`src/led_command_register_parser_top_macros.svh`:
```
// Assertion macros for the LED command register parser.
// LCRP_ASSERT checks a same-cycle implication, LCRP_ASSERT_NEXT a next-cycle one.
`ifndef LED_COMMAND_REGISTER_PARSER_TOP_MACROS_SVH
`define LED_COMMAND_REGISTER_PARSER_TOP_MACROS_SVH
`ifndef SYNTH
`define LCRP_ASSERT(label, clk, rst_n, ante, cons) \
  label: assert property (@(posedge clk) disable iff (!rst_n) (ante) |-> (cons)) \
    else $error("lcrp assertion failed");
`define LCRP_ASSERT_NEXT(label, clk, rst_n, ante, cons) \
  label: assert property (@(posedge clk) disable iff (!rst_n) (ante) |=> (cons)) \
    else $error("lcrp assertion failed");
`else
`define LCRP_ASSERT(label, clk, rst_n, ante, cons)
`define LCRP_ASSERT_NEXT(label, clk, rst_n, ante, cons)
`endif
`endif

```
`src/lcrp_pkg.sv`:
```
`timescale 1ns / 1ps

package lcrp_pkg;

  // Command bytes
  localparam logic [7:0] CMD_BRIGHTNESS = 8'h01;
  localparam logic [7:0] CMD_COLOUR     = 8'h02;
  localparam logic [7:0] CMD_MODE       = 8'h10;
  localparam logic [7:0] CMD_MANUAL     = 8'hFF & 8'h20;
  localparam logic [7:0] CMD_OFF        = 8'hFF;

  // Light modes
  localparam logic [2:0] MODE_OFF = 3'd0;
  localparam logic [2:0] MODE_MAX = 3'd4;

  // Frame positions
  localparam logic [2:0] POS_CMD   = 3'd0;
  localparam logic [2:0] POS_FIRST = 3'd1;
  localparam logic [2:0] POS_2     = 3'd2;
  localparam logic [2:0] POS_3     = 3'd3;
  localparam logic [2:0] POS_4     = 3'd4;

  // Item kinds
  localparam logic ITEM_BYTE = 1'b0;
  localparam logic ITEM_TICK = 1'b1;

  // Configuration port
  localparam int unsigned CFG_ADDR_W = 3;
  localparam int unsigned CFG_DATA_W = 32;
  localparam logic REG_GAP_TIMEOUT = 1'b0;
  localparam logic REG_PIXEL_COUNT = 1'b1;
  localparam logic [7:0] GAP_TIMEOUT_RST = 8'd100;
  localparam logic [7:0] PIXEL_COUNT_RST = 8'd34;

  // Reset values of the settings
  localparam logic [7:0] BRIGHTNESS_RST = 8'd255;
  localparam logic [7:0] COLOUR_RST     = 8'd255;

  typedef struct packed {
    logic [7:0] gap_timeout_ms;
    logic [7:0] pixel_count;
  } cfg_t;

endpackage

```
`src/lcrp_cfg.sv`:
```
`timescale 1ns / 1ps

module lcrp_cfg (
  input  logic                                clk_i,
  input  logic                                rst_ni,
  input  logic                                psel,
  input  logic                                penable,
  input  logic                                pwrite,
  input  logic [lcrp_pkg::CFG_ADDR_W-1:0]     paddr,
  input  logic [lcrp_pkg::CFG_DATA_W-1:0]     pwdata,
  output logic [lcrp_pkg::CFG_DATA_W-1:0]     prdata,
  output logic                                pready,
  output lcrp_pkg::cfg_t                      cfg_o
);

  logic [7:0] gap_timeout_q;
  logic [7:0] pixel_count_q;
  logic       wr_en;
  logic       reg_sel;

  assign pready  = 1'b1;
  assign wr_en   = psel & penable & pwrite;
  assign reg_sel = paddr[2];

  // Write a register on the access phase of a transfer
  always_ff @(posedge clk_i or negedge rst_ni) begin
    if (!rst_ni) begin
      gap_timeout_q <= lcrp_pkg::GAP_TIMEOUT_RST;
      pixel_count_q <= lcrp_pkg::PIXEL_COUNT_RST;
    end else if (wr_en) begin
      if (reg_sel == lcrp_pkg::REG_GAP_TIMEOUT) begin
        gap_timeout_q <= pwdata[7:0];
      end else begin
        pixel_count_q <= pwdata[7:0];
      end
    end
  end

  // Return the selected register
  always_comb begin
    if (reg_sel == lcrp_pkg::REG_GAP_TIMEOUT) begin
      prdata = {{(lcrp_pkg::CFG_DATA_W-8){1'b0}}, gap_timeout_q};
    end else begin
      prdata = {{(lcrp_pkg::CFG_DATA_W-8){1'b0}}, pixel_count_q};
    end
  end

  assign cfg_o.gap_timeout_ms = gap_timeout_q;
  assign cfg_o.pixel_count    = pixel_count_q;

endmodule

```
`src/led_command_register_parser_top.sv`:
```
`timescale 1ns / 1ps

// LED command register parser. Each input transfer is either a received bus
// byte or a one-millisecond tick, and each one yields exactly one result that
// shows the lighting settings after that item. Items are taken one per clock
// cycle unless stalled; the frame decode is one level of logic between the
// state registers and a single output register, so a result appears in the
// next cycle. The input stalls only while that output register is full and
// the output side stalls. Registers: gap_timeout_ms at address 0 and
// pixel_count at address 4, written and read over the APB-style port.

`include "led_command_register_parser_top_macros.svh"

module led_command_register_parser_top (
  input  logic                            clk_i,
  input  logic                            rst_ni,
  // configuration port
  input  logic                            psel,
  input  logic                            penable,
  input  logic                            pwrite,
  input  logic [lcrp_pkg::CFG_ADDR_W-1:0] paddr,
  input  logic [lcrp_pkg::CFG_DATA_W-1:0] pwdata,
  output logic [lcrp_pkg::CFG_DATA_W-1:0] prdata,
  output logic                            pready,
  // input channel
  input  logic                            in_valid_i,
  output logic                            in_stall_o,
  input  logic                            mode_i,
  input  logic [7:0]                      data_byte_i,
  // output channel
  output logic                            out_valid_o,
  input  logic                            out_stall_i,
  output logic [7:0]                      target_brightness_o,
  output logic [7:0]                      solid_red_o,
  output logic [7:0]                      solid_green_o,
  output logic [7:0]                      solid_blue_o,
  output logic [2:0]                      light_mode_o,
  output logic                            pixel_write_o,
  output logic [7:0]                      pixel_index_o,
  output logic [7:0]                      pixel_red_o,
  output logic [7:0]                      pixel_green_o,
  output logic [7:0]                      pixel_blue_o,
  output logic [2:0]                      frame_position_o
);

  lcrp_pkg::cfg_t cfg;

  lcrp_cfg u_cfg (
    .clk_i   (clk_i),
    .rst_ni  (rst_ni),
    .psel    (psel),
    .penable (penable),
    .pwrite  (pwrite),
    .paddr   (paddr),
    .pwdata  (pwdata),
    .prdata  (prdata),
    .pready  (pready),
    .cfg_o   (cfg)
  );

  // Parser state
  logic [7:0] cmd_q,        cmd_d;
  logic [2:0] pos_q,        pos_d;
  logic [7:0] bright_q,     bright_d;
  logic [7:0] solid_q  [3];
  logic [7:0] solid_d  [3];
  logic [2:0] lmode_q,      lmode_d;
  logic [7:0] man_idx_q,    man_idx_d;
  logic [7:0] man_col_q [3];
  logic [7:0] man_col_d [3];
  logic [7:0] idle_q,       idle_d;
  logic       active_q,     active_d;
  logic       wr_d;
  logic [8:0] idle_next;

  // Output register
  logic       out_valid_q;
  logic       pixel_write_q;
  logic [7:0] bright_oq;
  logic [7:0] solid_oq [3];
  logic [2:0] lmode_oq;
  logic [7:0] man_idx_oq;
  logic [7:0] man_col_oq [3];
  logic [2:0] pos_oq;

  logic in_fire;
  logic out_fire;

  assign in_stall_o = out_valid_q & out_stall_i;
  assign in_fire    = in_valid_i & ~in_stall_o;
  assign out_fire   = out_valid_q & ~out_stall_i;
  assign idle_next  = {1'b0, idle_q} + 9'd1;

  // Decode one item into the next settings
  always_comb begin
    cmd_d     = cmd_q;
    pos_d     = pos_q;
    bright_d  = bright_q;
    solid_d   = solid_q;
    lmode_d   = lmode_q;
    man_idx_d = man_idx_q;
    man_col_d = man_col_q;
    idle_d    = idle_q;
    active_d  = active_q;
    wr_d      = 1'b0;
    if (mode_i == lcrp_pkg::ITEM_BYTE) begin
      idle_d   = '0;
      active_d = 1'b1;
      if (pos_q == lcrp_pkg::POS_CMD) begin
        cmd_d = data_byte_i;
        pos_d = lcrp_pkg::POS_FIRST;
      end else begin
        pos_d = lcrp_pkg::POS_CMD;
        unique case (cmd_q)
          lcrp_pkg::CMD_BRIGHTNESS: begin
            bright_d = data_byte_i;
          end
          lcrp_pkg::CMD_COLOUR: begin
            if (pos_q == lcrp_pkg::POS_FIRST) solid_d[0] = data_byte_i;
            if (pos_q == lcrp_pkg::POS_2)     solid_d[1] = data_byte_i;
            if (pos_q == lcrp_pkg::POS_3)     solid_d[2] = data_byte_i;
            if (pos_q < lcrp_pkg::POS_3) pos_d = pos_q + 3'd1;
          end
          lcrp_pkg::CMD_MODE: begin
            if (data_byte_i <= {5'd0, lcrp_pkg::MODE_MAX}) lmode_d = data_byte_i[2:0];
          end
          lcrp_pkg::CMD_MANUAL: begin
            if (pos_q == lcrp_pkg::POS_FIRST && data_byte_i < cfg.pixel_count) begin
              man_idx_d = data_byte_i;
            end
            if (pos_q == lcrp_pkg::POS_2) man_col_d[0] = data_byte_i;
            if (pos_q == lcrp_pkg::POS_3) man_col_d[1] = data_byte_i;
            if (pos_q == lcrp_pkg::POS_4) man_col_d[2] = data_byte_i;
            if (pos_q >= lcrp_pkg::POS_4) begin
              wr_d = 1'b1;
            end else begin
              pos_d = pos_q + 3'd1;
            end
          end
          lcrp_pkg::CMD_OFF: begin
            lmode_d = lcrp_pkg::MODE_OFF;
          end
          default: begin
            pos_d = lcrp_pkg::POS_CMD;
          end
        endcase
      end
    end else if (active_q) begin
      // Count idle ticks; drop the partial frame past the timeout
      if (idle_next > {1'b0, cfg.gap_timeout_ms}) begin
        pos_d    = lcrp_pkg::POS_CMD;
        idle_d   = '0;
        active_d = 1'b0;
      end else begin
        idle_d = idle_next[7:0];
      end
    end
  end

  // Advance the parser state on an input transfer
  always_ff @(posedge clk_i or negedge rst_ni) begin
    if (!rst_ni) begin
      cmd_q        <= '0;
      pos_q        <= lcrp_pkg::POS_CMD;
      bright_q     <= lcrp_pkg::BRIGHTNESS_RST;
      solid_q[0]   <= lcrp_pkg::COLOUR_RST;
      solid_q[1]   <= lcrp_pkg::COLOUR_RST;
      solid_q[2]   <= lcrp_pkg::COLOUR_RST;
      lmode_q      <= lcrp_pkg::MODE_OFF;
      man_idx_q    <= '0;
      man_col_q[0] <= lcrp_pkg::COLOUR_RST;
      man_col_q[1] <= lcrp_pkg::COLOUR_RST;
      man_col_q[2] <= lcrp_pkg::COLOUR_RST;
      idle_q       <= '0;
      active_q     <= 1'b0;
    end else if (in_fire) begin
      cmd_q     <= cmd_d;
      pos_q     <= pos_d;
      bright_q  <= bright_d;
      solid_q   <= solid_d;
      lmode_q   <= lmode_d;
      man_idx_q <= man_idx_d;
      man_col_q <= man_col_d;
      idle_q    <= idle_d;
      active_q  <= active_d;
    end
  end

  // Hold the result valid until its transfer
  always_ff @(posedge clk_i or negedge rst_ni) begin
    if (!rst_ni) begin
      out_valid_q <= 1'b0;
    end else if (in_fire) begin
      out_valid_q <= 1'b1;
    end else if (out_fire) begin
      out_valid_q <= 1'b0;
    end
  end

  // Load the result payload
  always_ff @(posedge clk_i) begin
    if (in_fire) begin
      pixel_write_q <= wr_d;
      bright_oq     <= bright_d;
      solid_oq      <= solid_d;
      lmode_oq      <= lmode_d;
      man_idx_oq    <= man_idx_d;
      man_col_oq    <= man_col_d;
      pos_oq        <= pos_d;
    end
  end

  assign out_valid_o         = out_valid_q;
  assign target_brightness_o = bright_oq;
  assign solid_red_o         = solid_oq[0];
  assign solid_green_o       = solid_oq[1];
  assign solid_blue_o        = solid_oq[2];
  assign light_mode_o        = lmode_oq;
  assign pixel_write_o       = pixel_write_q;
  assign pixel_index_o       = man_idx_oq;
  assign pixel_red_o         = man_col_oq[0];
  assign pixel_green_o       = man_col_oq[1];
  assign pixel_blue_o        = man_col_oq[2];
  assign frame_position_o    = pos_oq;

  // Checks
  `LCRP_ASSERT_NEXT(a_in_gives_result, clk_i, rst_ni, in_fire, out_valid_q)
  `LCRP_ASSERT(a_write_ends_frame, clk_i, rst_ni, out_valid_q && pixel_write_q, pos_oq == lcrp_pkg::POS_CMD)
  `LCRP_ASSERT(a_mode_range, clk_i, rst_ni, out_valid_q, lmode_oq <= lcrp_pkg::MODE_MAX)

endmodule

```
`config.mk`:
```
export PLATFORM = sky130hd
export DESIGN_NAME = led_command_register_parser_top
export DESIGN_NICKNAME = d
export VERILOG_FILES = /design/src/lcrp_pkg.sv /design/src/lcrp_cfg.sv /design/src/led_command_register_parser_top.sv
export VERILOG_INCLUDE_DIRS = /design/src /design/src/src
export SDC_FILE = /design/constraint.sdc
export NUM_CORES = 1
export LEC_CHECK = 0
export BUFFER_PORTS_ARGS = -buffer_cell sky130_fd_sc_hd__buf_2
export CAP_MARGIN = 20
export CORE_AREA = 2 2 126 128
export DETAILED_ROUTE_END_ITERATION = 12
export DIE_AREA = 0 0 128 130
export HOLD_SLACK_MARGIN = 0.12
export PLACE_DENSITY = 0.78
export SYNTH_ARGS = -nofsm -noshare
export SYNTH_HDL_FRONTEND = slang
export SYNTH_SLANG_ARGS = --single-unit
```
`constraint.sdc`:
```
create_clock -name clk_i -period 4 [get_ports clk_i]
set_clock_uncertainty 0.2 [all_clocks]
set_input_delay 0.6 -clock clk_i [delete_from_list [all_inputs] [get_ports clk_i]]
set_output_delay 0.6 -clock clk_i [all_outputs]
set_load 0.005 [all_outputs]
```
# --- Word level (Yosys, flattened, before mapping) ---
# Cells that the tools add are included.
op_classes:
  n_reduce_logical: 8
  n_addsub: 2
  magnitude_cmp: 5
  n_mux: 40
  n_eq_ne: 10
  n_bitwise: 10
op_table:
  columns: ["cell", "n"]
  rows:
  - ["$mux W24", 6]
  - ["$mux W8", 17]
  - ["$mux W3", 9]
  - ["$pmux W3 S2", 2]
  - ["$add A8 B1 Y9 const B", 1]
  - ["$gt A9 B8 Y1", 1]
  - ["$eq A8 B1 Y1 const B", 1]
  - ["$eq A8 B2 Y1 const B", 1]
  - ["$eq A8 B5 Y1 const B", 1]
  - ["$eq A8 B6 Y1 const B", 1]
  - ["$eq A8 B8 Y1 const B", 1]
  - ["$le A8 B3 Y1 const B", 1]
  - ["$lt A8 B8 Y1", 1]
  - ["$eq A3 B2 Y1 const B", 2]
  - ["$mux W1", 6]
  - ["$reduce_and A2 Y1", 3]
  - ["$and A1 B1 Y1", 5]
  - ["$not A1 Y1", 5]
  - ["$add A3 B1 Y3 const B", 1]
  - ["$eq A3 B1 Y1 const B", 1]
  - ["$eq A3 B3 Y1 const B", 1]
  - ["$ge A3 B3 Y1 const B", 1]
  - ["$logic_not A3 Y1", 1]
  - ["$lt A3 B2 Y1 const B", 1]
  - ["other kinds (5)", 5]
totals:
  regBits: 175
  elab_cells: 102

# --- Logic depth before layout (Yosys ltp) ---
# Gate-level depths: netlist of run 1.
depth:
  word_depth: 6
  mapped_depth: 10
  mapped_depth_nobuf: 10

# --- By module ---
# From an unflattened synthesis of run 1, not the netlist that was laid out.
hier_totals:
  cells_unflattened: 574
  hier_area_um2: 8346.8
by_module_without_submodules:
  columns: ["module", "cells_per_inst", "instances", "area_each_um2"]
  rows:
  - ["led_command_register_parser_top", 504, 1, 7418.4]
  - ["lcrp_cfg", 70, 1, 928.4]

# --- Worst setup path after synthesis of run 1 ---
# OpenSTA, ideal clock, no wires.
synth_path:
  path_kind: "input port to flip-flop"
  startpoint: "in out_stall_i"
  endpoint: "reg bright_q[4]"
  arrival_time_ps: 2761
  setup_ps: 83
  path_buffers: 2
  stages: 6
  slack_ps: 956
  path_cell_list: "nand2_1 nand2_1 inv_1 buf_2 buf_2 mux2_2"
synth_via:
  elab_chain_cells: 3
synth_lines:
  columns: ["element", "line_no", "rtl"]
  rows:
  - ["from (decl)", "led_command_register_parser_top.sv:32", "input logic out_stall_i,"]
  - ["$and A1 B1 Y1", "led_command_register_parser_top.sv:89", "assign in_stall_o = out_valid_q & out_stall_i;"]
  - ["$not A1 Y1", "led_command_register_parser_top.sv:90", "assign in_fire = in_valid_i & ~in_stall_o;"]
  - ["$and A1 B1 Y1", "led_command_register_parser_top.sv:90", null]
  - ["via in_fire", "led_command_register_parser_top.sv:86", "logic in_fire;"]
  - ["to (signal assigned)", "led_command_register_parser_top.sv:165", "bright_q <= lcrp_pkg::BRIGHTNESS_RST;"]
  - ["to (signal assigned)", "led_command_register_parser_top.sv:179", "bright_q <= bright_d;"]
  - ["to (decl)", "led_command_register_parser_top.sv:64", "logic [7:0] bright_q, bright_d;"]
# The timed path passes the listed nets, and every way through them passes these cells.
# A chain may end at the register's enable or synchronous reset.

# --- Worst setup path after layout of run 1 ---
layout_path:
  startpoint: "reg idle_q[2]"
  endpoint: "reg pos_oq[0], in the netlist frame_position_o[0] (data pin)"
layout_via:
  elab_chain_cells: 5
layout_lines:
  columns: ["element", "line_no", "rtl"]
  rows:
  - ["from (decl)", "led_command_register_parser_top.sv:71", "logic [7:0] idle_q, idle_d;"]
  - ["from (signal assigned)", "led_command_register_parser_top.sv:184", "idle_q <= idle_d;"]
  - ["$add A8 B1 Y9", "led_command_register_parser_top.sv:92", "assign idle_next = {1'b0, idle_q} + 9'd1;"]
  - ["$gt A9 B8 Y1", "led_command_register_parser_top.sv:150", "if (idle_next > {1'b0, cfg.gap_timeout_ms}) begin"]
  - ["$mux W3", "led_command_register_parser_top.sv:150", null]
  - ["$mux W3", "led_command_register_parser_top.sv:148", "end else if (active_q) begin"]
  - ["$mux W3", "led_command_register_parser_top.sv:106", "if (mode_i == lcrp_pkg::ITEM_BYTE) begin"]
  - ["via pos_d[0]", "led_command_register_parser_top.sv:63", "logic [2:0] pos_q, pos_d;"]
  - ["to (signal assigned)", "led_command_register_parser_top.sv:209", "pos_oq <= pos_d;"]
  - ["to (decl)", "led_command_register_parser_top.sv:84", "logic [2:0] pos_oq;"]
# The timed path passes the listed nets, and every way through them passes these cells.

==> results.md, run 1 <==
- # IOs: 157
- Final setup fails: 0
- H-Tree Depth: 4
- Synth top area share: 0.2601
- Antenna-violating nets left: 0
- Synth area leaders: edfxtp_1, mux2_2, dfstp_2, dfrtp_1, ha_1
- R2R setup slack: 0.72 ns
- Die H: 130 um
- IO Port Bufs: 105
- First-pass GRT wire length: 25340 um
- TritonCTS buffer count: 17
- Tcrit/Tclk final: 0.8208
- CTS clk-pin slew, worst paths: 0.06 ns
- Warnings, synthesis: 0
- Reg2Reg Launch Point: idle_q[2]
- Final HPWL DP: 10800 um
- Syn Area/Cell: 14.16 um2
- Max FO, Critical Path: 9
- M1 GR Usage: 0.2481
- Vias in the first global route: 4935
- CP Class: reg2reg
- Leak Pwr: 0.004233 uW
- Initial antenna violation count: 1
- Largest net degree at the start of global routing: 90
- Setup crit start kind: register
- Worst-Margin Slew: 0.7320 ns
- Final Core Density: 0.6097
- Slowest Stage Delay on Critical Path: 0.53 ns
- Initial core utilization: 0.5314
- Routed Wire Length: 16050 um
- Total track usage: 0.2006
- Status: complete, no violations
- Endpoint, Worst Hold: out_valid_o
- Die area: 0.01664 mm2
- Post-CTS Resized: 0
- Required @ worst endpoint: 4.05 ns
- Crit end category: register
- Post-DR vias/cell: 5.502
- Critical path arrival: 3.33 ns
- Grt met2 use: 0.3385
- Worst path buffer plus inverter count: 0
- Unrepaired setup endpoints after global routing: false
- WL/cell: 17.97 um
- Multi-input gate area: 0.003118 mm2
- Row cnt: 46
- CTS tree: built
- Post-CTS Setup Repair Bufs: 0
- EDFF count, synth: 71
- Sequential fraction of the synthesis area: 0.5869
- R2r endpoint: frame_position_o[0]
- Fmax: 304.6 MHz
- IR drop worst, VDD: 332.1 uV
- Clock Sinks: 175
- Iter 0 DRT Violations: 269
- Slew HR: 0.5110
- Die extent in x: 128 um
- Core Area: 0.01542 mm2
- Clk buf depth: 2
- Dominant cell type by area after synthesis: edfxtp_1
- Total negative setup slack: 0 ns
- CP max stage cell: o21ai_1
- Synthesized instance count: 579
- Root Driver: clkbuf_16
- Worst Hold Launch: in_valid_i
- Max-capacitance violation count: 0
- Worst hold path depth: 2
- Grt total ovfl: 0
- Via count: 4913
- Synth Flop Type: edfxtp_1
- Register area: 0.004811 mm2
- Pwr dens: 508.1 mW/mm2
- Most used cell, CP: and3_1
- Share of layout cells above drive strength 1: 0.5300
- Minimum clock period: 3.283 ns
- Critical path's top delay family: compound AO/OA/AOI/OAI gates
- DRC: 0
- Worst-Skew Late Latency: 0.44 ns
- GPL Wtd Cong: 0.8630
- Synth unique cells: 51
- Mapped cell area: 0.008197 mm2
- Hold_buf cts: 0
- GR Util met3: 0.05248
- TritonRoute pass-1 iters: 5
- P&R area growth vs syn: 14.73%
- Fin. Hold Viols: 0
- Crit path cell chain: and3_1 > and3_1 > nor2b_1 > or2_2 > ha_1 > a211oi_1 > o221ai_1 > o21ai_1 > nand2_1 > a31oi_1
- Most Crowded Layer GR: met2
- Fraction of registers with async set/reset: 0.5943
- Filler Cells Inserted: 1222
- R2R depth: 10
- Hold Path Class: in2reg
- Slew Viols, Final: 0
- #FFs+latches synth: 175
- Final net count: 759
## cell usage after synthesis (3+ instances only)
library cell	number
buf_2	4
edfxtp_1	71
and4_1	3
a21oi_1	9
nand2b_1	5
nand4_1	8
nand3_1	11
and3_1	7
dfstp_2	61
nor3_1	7
buf_4	25
dfrtp_1	43
inv_1	21
nand4_2	6
xnor2_1	3
nand2_1	25
nor2_1	8
a22o_1	6
clkbuf_1	17
mux2_2	154
a31oi_1	5
nor2b_1	9
ha_1	21
o21ai_0	14
## sequential cells by signal, summed over array words and instances, names as in the netlist, 8 cells and up
name                 count
pixel_index_o            8
pixel_blue_o             8
target_brightness_o      8
solid_blue_o             8
man_col_q               24
man_idx_q                8
u_cfg.pixel_count_q      8
bright_q                 8
pixel_green_o            8
u_cfg.gap_timeout_q      8
pixel_red_o              8
solid_q                 24
idle_q                   8
cmd_q                    8
solid_green_o            8
solid_red_o              8
## placed cells by master (no fill, tap or decap), drive strengths merged, types with 2 or more instances in the layout
| cell | count |
|---|---|
| nor2 | 8 |
| dfstp | 61 |
| clkinvlp | 2 |
| xnor2 | 3 |
| nand3b | 2 |
| a21o | 2 |
| and4 | 3 |
| nor4 | 3 |
| o221ai | 2 |
| edfxtp | 71 |
| xor2 | 2 |
| buf | 112 |
| o21ai | 16 |
| inv | 23 |
| nand2 | 25 |
| clkbuf | 20 |
| conb | 25 |
| a22o | 6 |
| a21oi | 10 |
| clkinv | 8 |
| o2111ai | 2 |
| dfrtp | 43 |
| nand2b | 5 |
| mux2 | 154 |
| a31oi | 5 |
| and3 | 7 |
| ha | 21 |
| a211oi | 2 |
| nand4 | 14 |
| nor3 | 9 |
| nor2b | 9 |
| nand3 | 11 |
## through the flow
stage          hold WS [ns]  total power [uW]  std cells  cell area [um2]  worst slack (ns)
2_1_floorplan        0.1044              3012        602             8283            0.9559
3_3_place_gp         0.2782              3231        858             8822            0.8787
3_5_place_dp         0.2936              3284        858             8822            0.7950
4_1_cts              0.1637              4814        890             9364            0.7514
5_1_grt              0.1701              5034        892             9402            0.5709
6_report             0.1703              4778        893             9404            0.7168
## worst max path at each step
stage	from	end	cells after the start
floorplan	out_stall_i	bright_q[4]	6
global placement	idle_q[2]	frame_position_o[0]	10
detailed placement	idle_q[2]	frame_position_o[0]	10
CTS	idle_q[2]	frame_position_o[0]	10
global route	idle_q[2]	idle_q[0]	10
finish	idle_q[2]	frame_position_o[0]	10
## final cells by class
cell class,instances,area share
Inverter,21,0.008515
Multi-Input combinational cell,359,0.3316
Clock buffer,20,0.04870
Tap cell,192,0.02555
Antenna cell,1,0.0002661
Timing Repair Buffer,113,0.06493
Clock inverter,12,0.008914
Sequential cell,175,0.5116
## kinds of logic after synthesis
family | synth area share
adder cells (fa/ha/maj) | 0.03206
AO/OA/AOI/OAI | 0.04351
multiplexers | 0.2116
AND/OR/NAND/NOR | 0.07648
XOR/XNOR | 0.005344
other | 0.0009162
flip-flops | 0.5869
buffers and inverters | 0.04320
## power by group
part | internal, uW | total (uW) | switching, uW | leakage [uW]
Combinational | 406 | 869 | 463 | 0.00209
Clock | 832 | 1520 | 687 | 0.000266
Sequential | 2220 | 2390 | 175 | 0.00188
## per-layer routing
layer / routed length, um / part of all wire
met1: 6913 / 0.43
met2: 8063 / 0.50
met3: 784 / 0.049
met4: 284 / 0.018
met5: 0 / 0
No activity file was read; power rests on OpenSTA's default activity.
==> inputs of run 2 (changes only) <==
--- a/config.mk
+++ b/config.mk
@@ -8,11 +8,11 @@
 export LEC_CHECK = 0
 export BUFFER_PORTS_ARGS = -buffer_cell sky130_fd_sc_hd__buf_2
 export CAP_MARGIN = 20
-export CORE_AREA = 2 2 126 128
+export CORE_AREA = 2 2 132 134
 export DETAILED_ROUTE_END_ITERATION = 12
-export DIE_AREA = 0 0 128 130
+export DIE_AREA = 0 0 134 136
 export HOLD_SLACK_MARGIN = 0.12
-export PLACE_DENSITY = 0.78
+export PLACE_DENSITY = 0.75
 export SYNTH_ARGS = -nofsm -noshare
 export SYNTH_HDL_FRONTEND = slang
 export SYNTH_SLANG_ARGS = --single-unit
==> constraint.sdc (replaced) <==
create_clock -name clk_i -period 3 [get_ports clk_i]
set_clock_uncertainty 0.2 [all_clocks]
set_input_delay 0.45 -clock clk_i [delete_from_list [all_inputs] [get_ports clk_i]]
set_output_delay 0.45 -clock clk_i [all_outputs]
set_load 0.005 [all_outputs]
==> run 2 against run 1 <==
Power increased by 38%. Combinational power increased by 44%. Sequential share of layout area decreased by 1.6 points. Count of clock-buffer cells in the layout decreased by 2. Utilization decreased by 3.4 points. Global-route usage decreased by 1.5 points. Fmax increased by 12%. First-iteration DRC count decreased by 10%. Highest routed layer unchanged. Clock power increased by 43%. Cell count increased by 6.4%. Critical endpoint unchanged.
==> results.md, run 2 (synthesis results as in run 1) <==
- Die extent in x: 134 um
- Fin. Hold Viols: 0
- IR drop worst, VDD: 445.1 uV
- Crit path cell chain: and3_1 > and3_1 > nor2b_1 > or2_2 > ha_1 > nand4_1 > o22a_1 > o21ai_2 > buf_4 > nand2_1 > a31oi_1
- Leak Pwr: 0.004359 uW
- IO Port Bufs: 105
- Routed Wire Length: 16410 um
- Initial antenna violation count: 1
- Post-route design area: 0.009708 mm2
- Top flop regs: man_col_q x24, solid_q x24
- WL/cell: 17.27 um
- Iter 0 DRT Violations: 242
- Total track usage: 0.1855
- Vias in the first global route: 5037
- P&R area growth vs syn: 18.44%
- Required @ worst endpoint: 3.06 ns
- Critical path arrival: 3.00 ns
- Slew HR: 0.5761
- Worst path buffer plus inverter count: 1
- CTS tree: built
- Final setup fails: 0
- Most used cell, CP: and3_1
- DRC: 0
- Worst-Skew Late Latency: 0.43 ns
- Slew Viols, Final: 0
- Setup crit start kind: register
- Die H: 136 um
- Pwr dens: 680.4 mW/mm2
- Die area: 0.01822 mm2
- TritonRoute pass-1 iters: 4
- H-Tree Depth: 4
- CP max stage cell: dfrtp_1
- Post-DR vias/cell: 5.336
- Worst-Margin Slew: 0.6312 ns
- CTS clk-pin slew, worst paths: 0.06 ns
- Largest net degree at the start of global routing: 60
- Final net count: 783
- GPL Wtd Cong: 0.8426
- Status: complete, no violations
- Slowest Stage Delay on Critical Path: 0.41 ns
- Fmax: 340.9 MHz
- # IOs: 157
- Critical path's top delay family: simple AND/OR/NAND/NOR gates
- Core Area: 0.01688 mm2
- Root Driver: clkbuf_16
- Antenna-violating nets left: 0
- Final HPWL DP: 11220 um
- Max-capacitance violation count: 0
- Commonest cells after routing, fill and taps aside: mux2_2, buf_2, edfxtp_1, dfstp_2, dfrtp_1
- Crit end category: register
- Clk buf depth: 2
- Clock Sinks: 175
- Via count: 5069
- Dpl cell area: 0.008974 mm2
- Row cnt: 48
- Minimum clock period: 2.934 ns
- Most common cell after layout, fill and taps aside: mux2_2
- First-pass GRT wire length: 25940 um
- Initial core utilization: 0.4857
- CP Class: reg2reg
- Max FO, Critical Path: 6
- Hold Path Class: in2reg
- Tcrit/Tclk final: 0.9779
- TritonCTS buffer count: 17
- Grt total ovfl: 0
- Share of layout cells above drive strength 1: 0.5373
- Hold WS: 0.1659 ns
## run 2: power by group
part	total, uW	internal, uW	switching (uW)
clock network	2170	1240	927
logic	1250	597	653
registers	3190	2950	235
## run 2: what timing repair did
item / in CTS / in global routing
setup buffers: 0 / 2
setup endpoints to repair: 0 / 12
gates resized for setup: 0 / 5
hold buffers: 11 / 0
hold endpoints to repair: 32 / 0
## run 2: per-layer routing
layer,track usage,share of wire,vias to the layer above
met2,0.3131,0.50,160
li1,-,-,2350
met4,0.06265,0.014,0
met1,0.2326,0.43,2537
met5,0,0,-
met3,0.04922,0.056,22
## run 2: cell type report
class / count / area (um2)
clock inverter: 14 / 156.4
tap: 225 / 281.5
sequential: 175 / 4811
inverter: 21 / 80.08
fill: 1365 / 7168
multi-input combinational: 359 / 3139
antenna: 1 / 2.502
clock buffer: 18 / 429.2
timing repair buffer: 137 / 808.3
## run 2: path summary, 6_finish.rpt
kind / cells after the start / slack, ns / start / to
max: 11 / 0.07 / idle_q[3] / frame_position_o[0]
min: 2 / 0.17 / mode_i / active_q
max reg2reg: 11 / 0.07 / idle_q[3] / frame_position_o[0]
min reg2reg: 1 / 0.30 / lmode_q[0] / lmode_q[0]
max in group asynchronous: 3 / 1.47 / rst_ni / solid_q[20]
min in group asynchronous: 2 / 0.36 / rst_ni / u_cfg.gap_timeout_q[1]
## run 2: metrics by stage
stage               worst slack, ns  TNS (ns)  total power (uW)    util  std cells
global route               -0.05009  -0.08891              6907  0.5751        949
global placement             0.1328         0              4371  0.5317        904
finish                      0.06632         0              6606  0.5753        950
detailed placement           0.1175         0              4439  0.5317        904
CTS                         0.07015         0              6628  0.5730        947
floorplan                    0.1059         0              4016       -        602
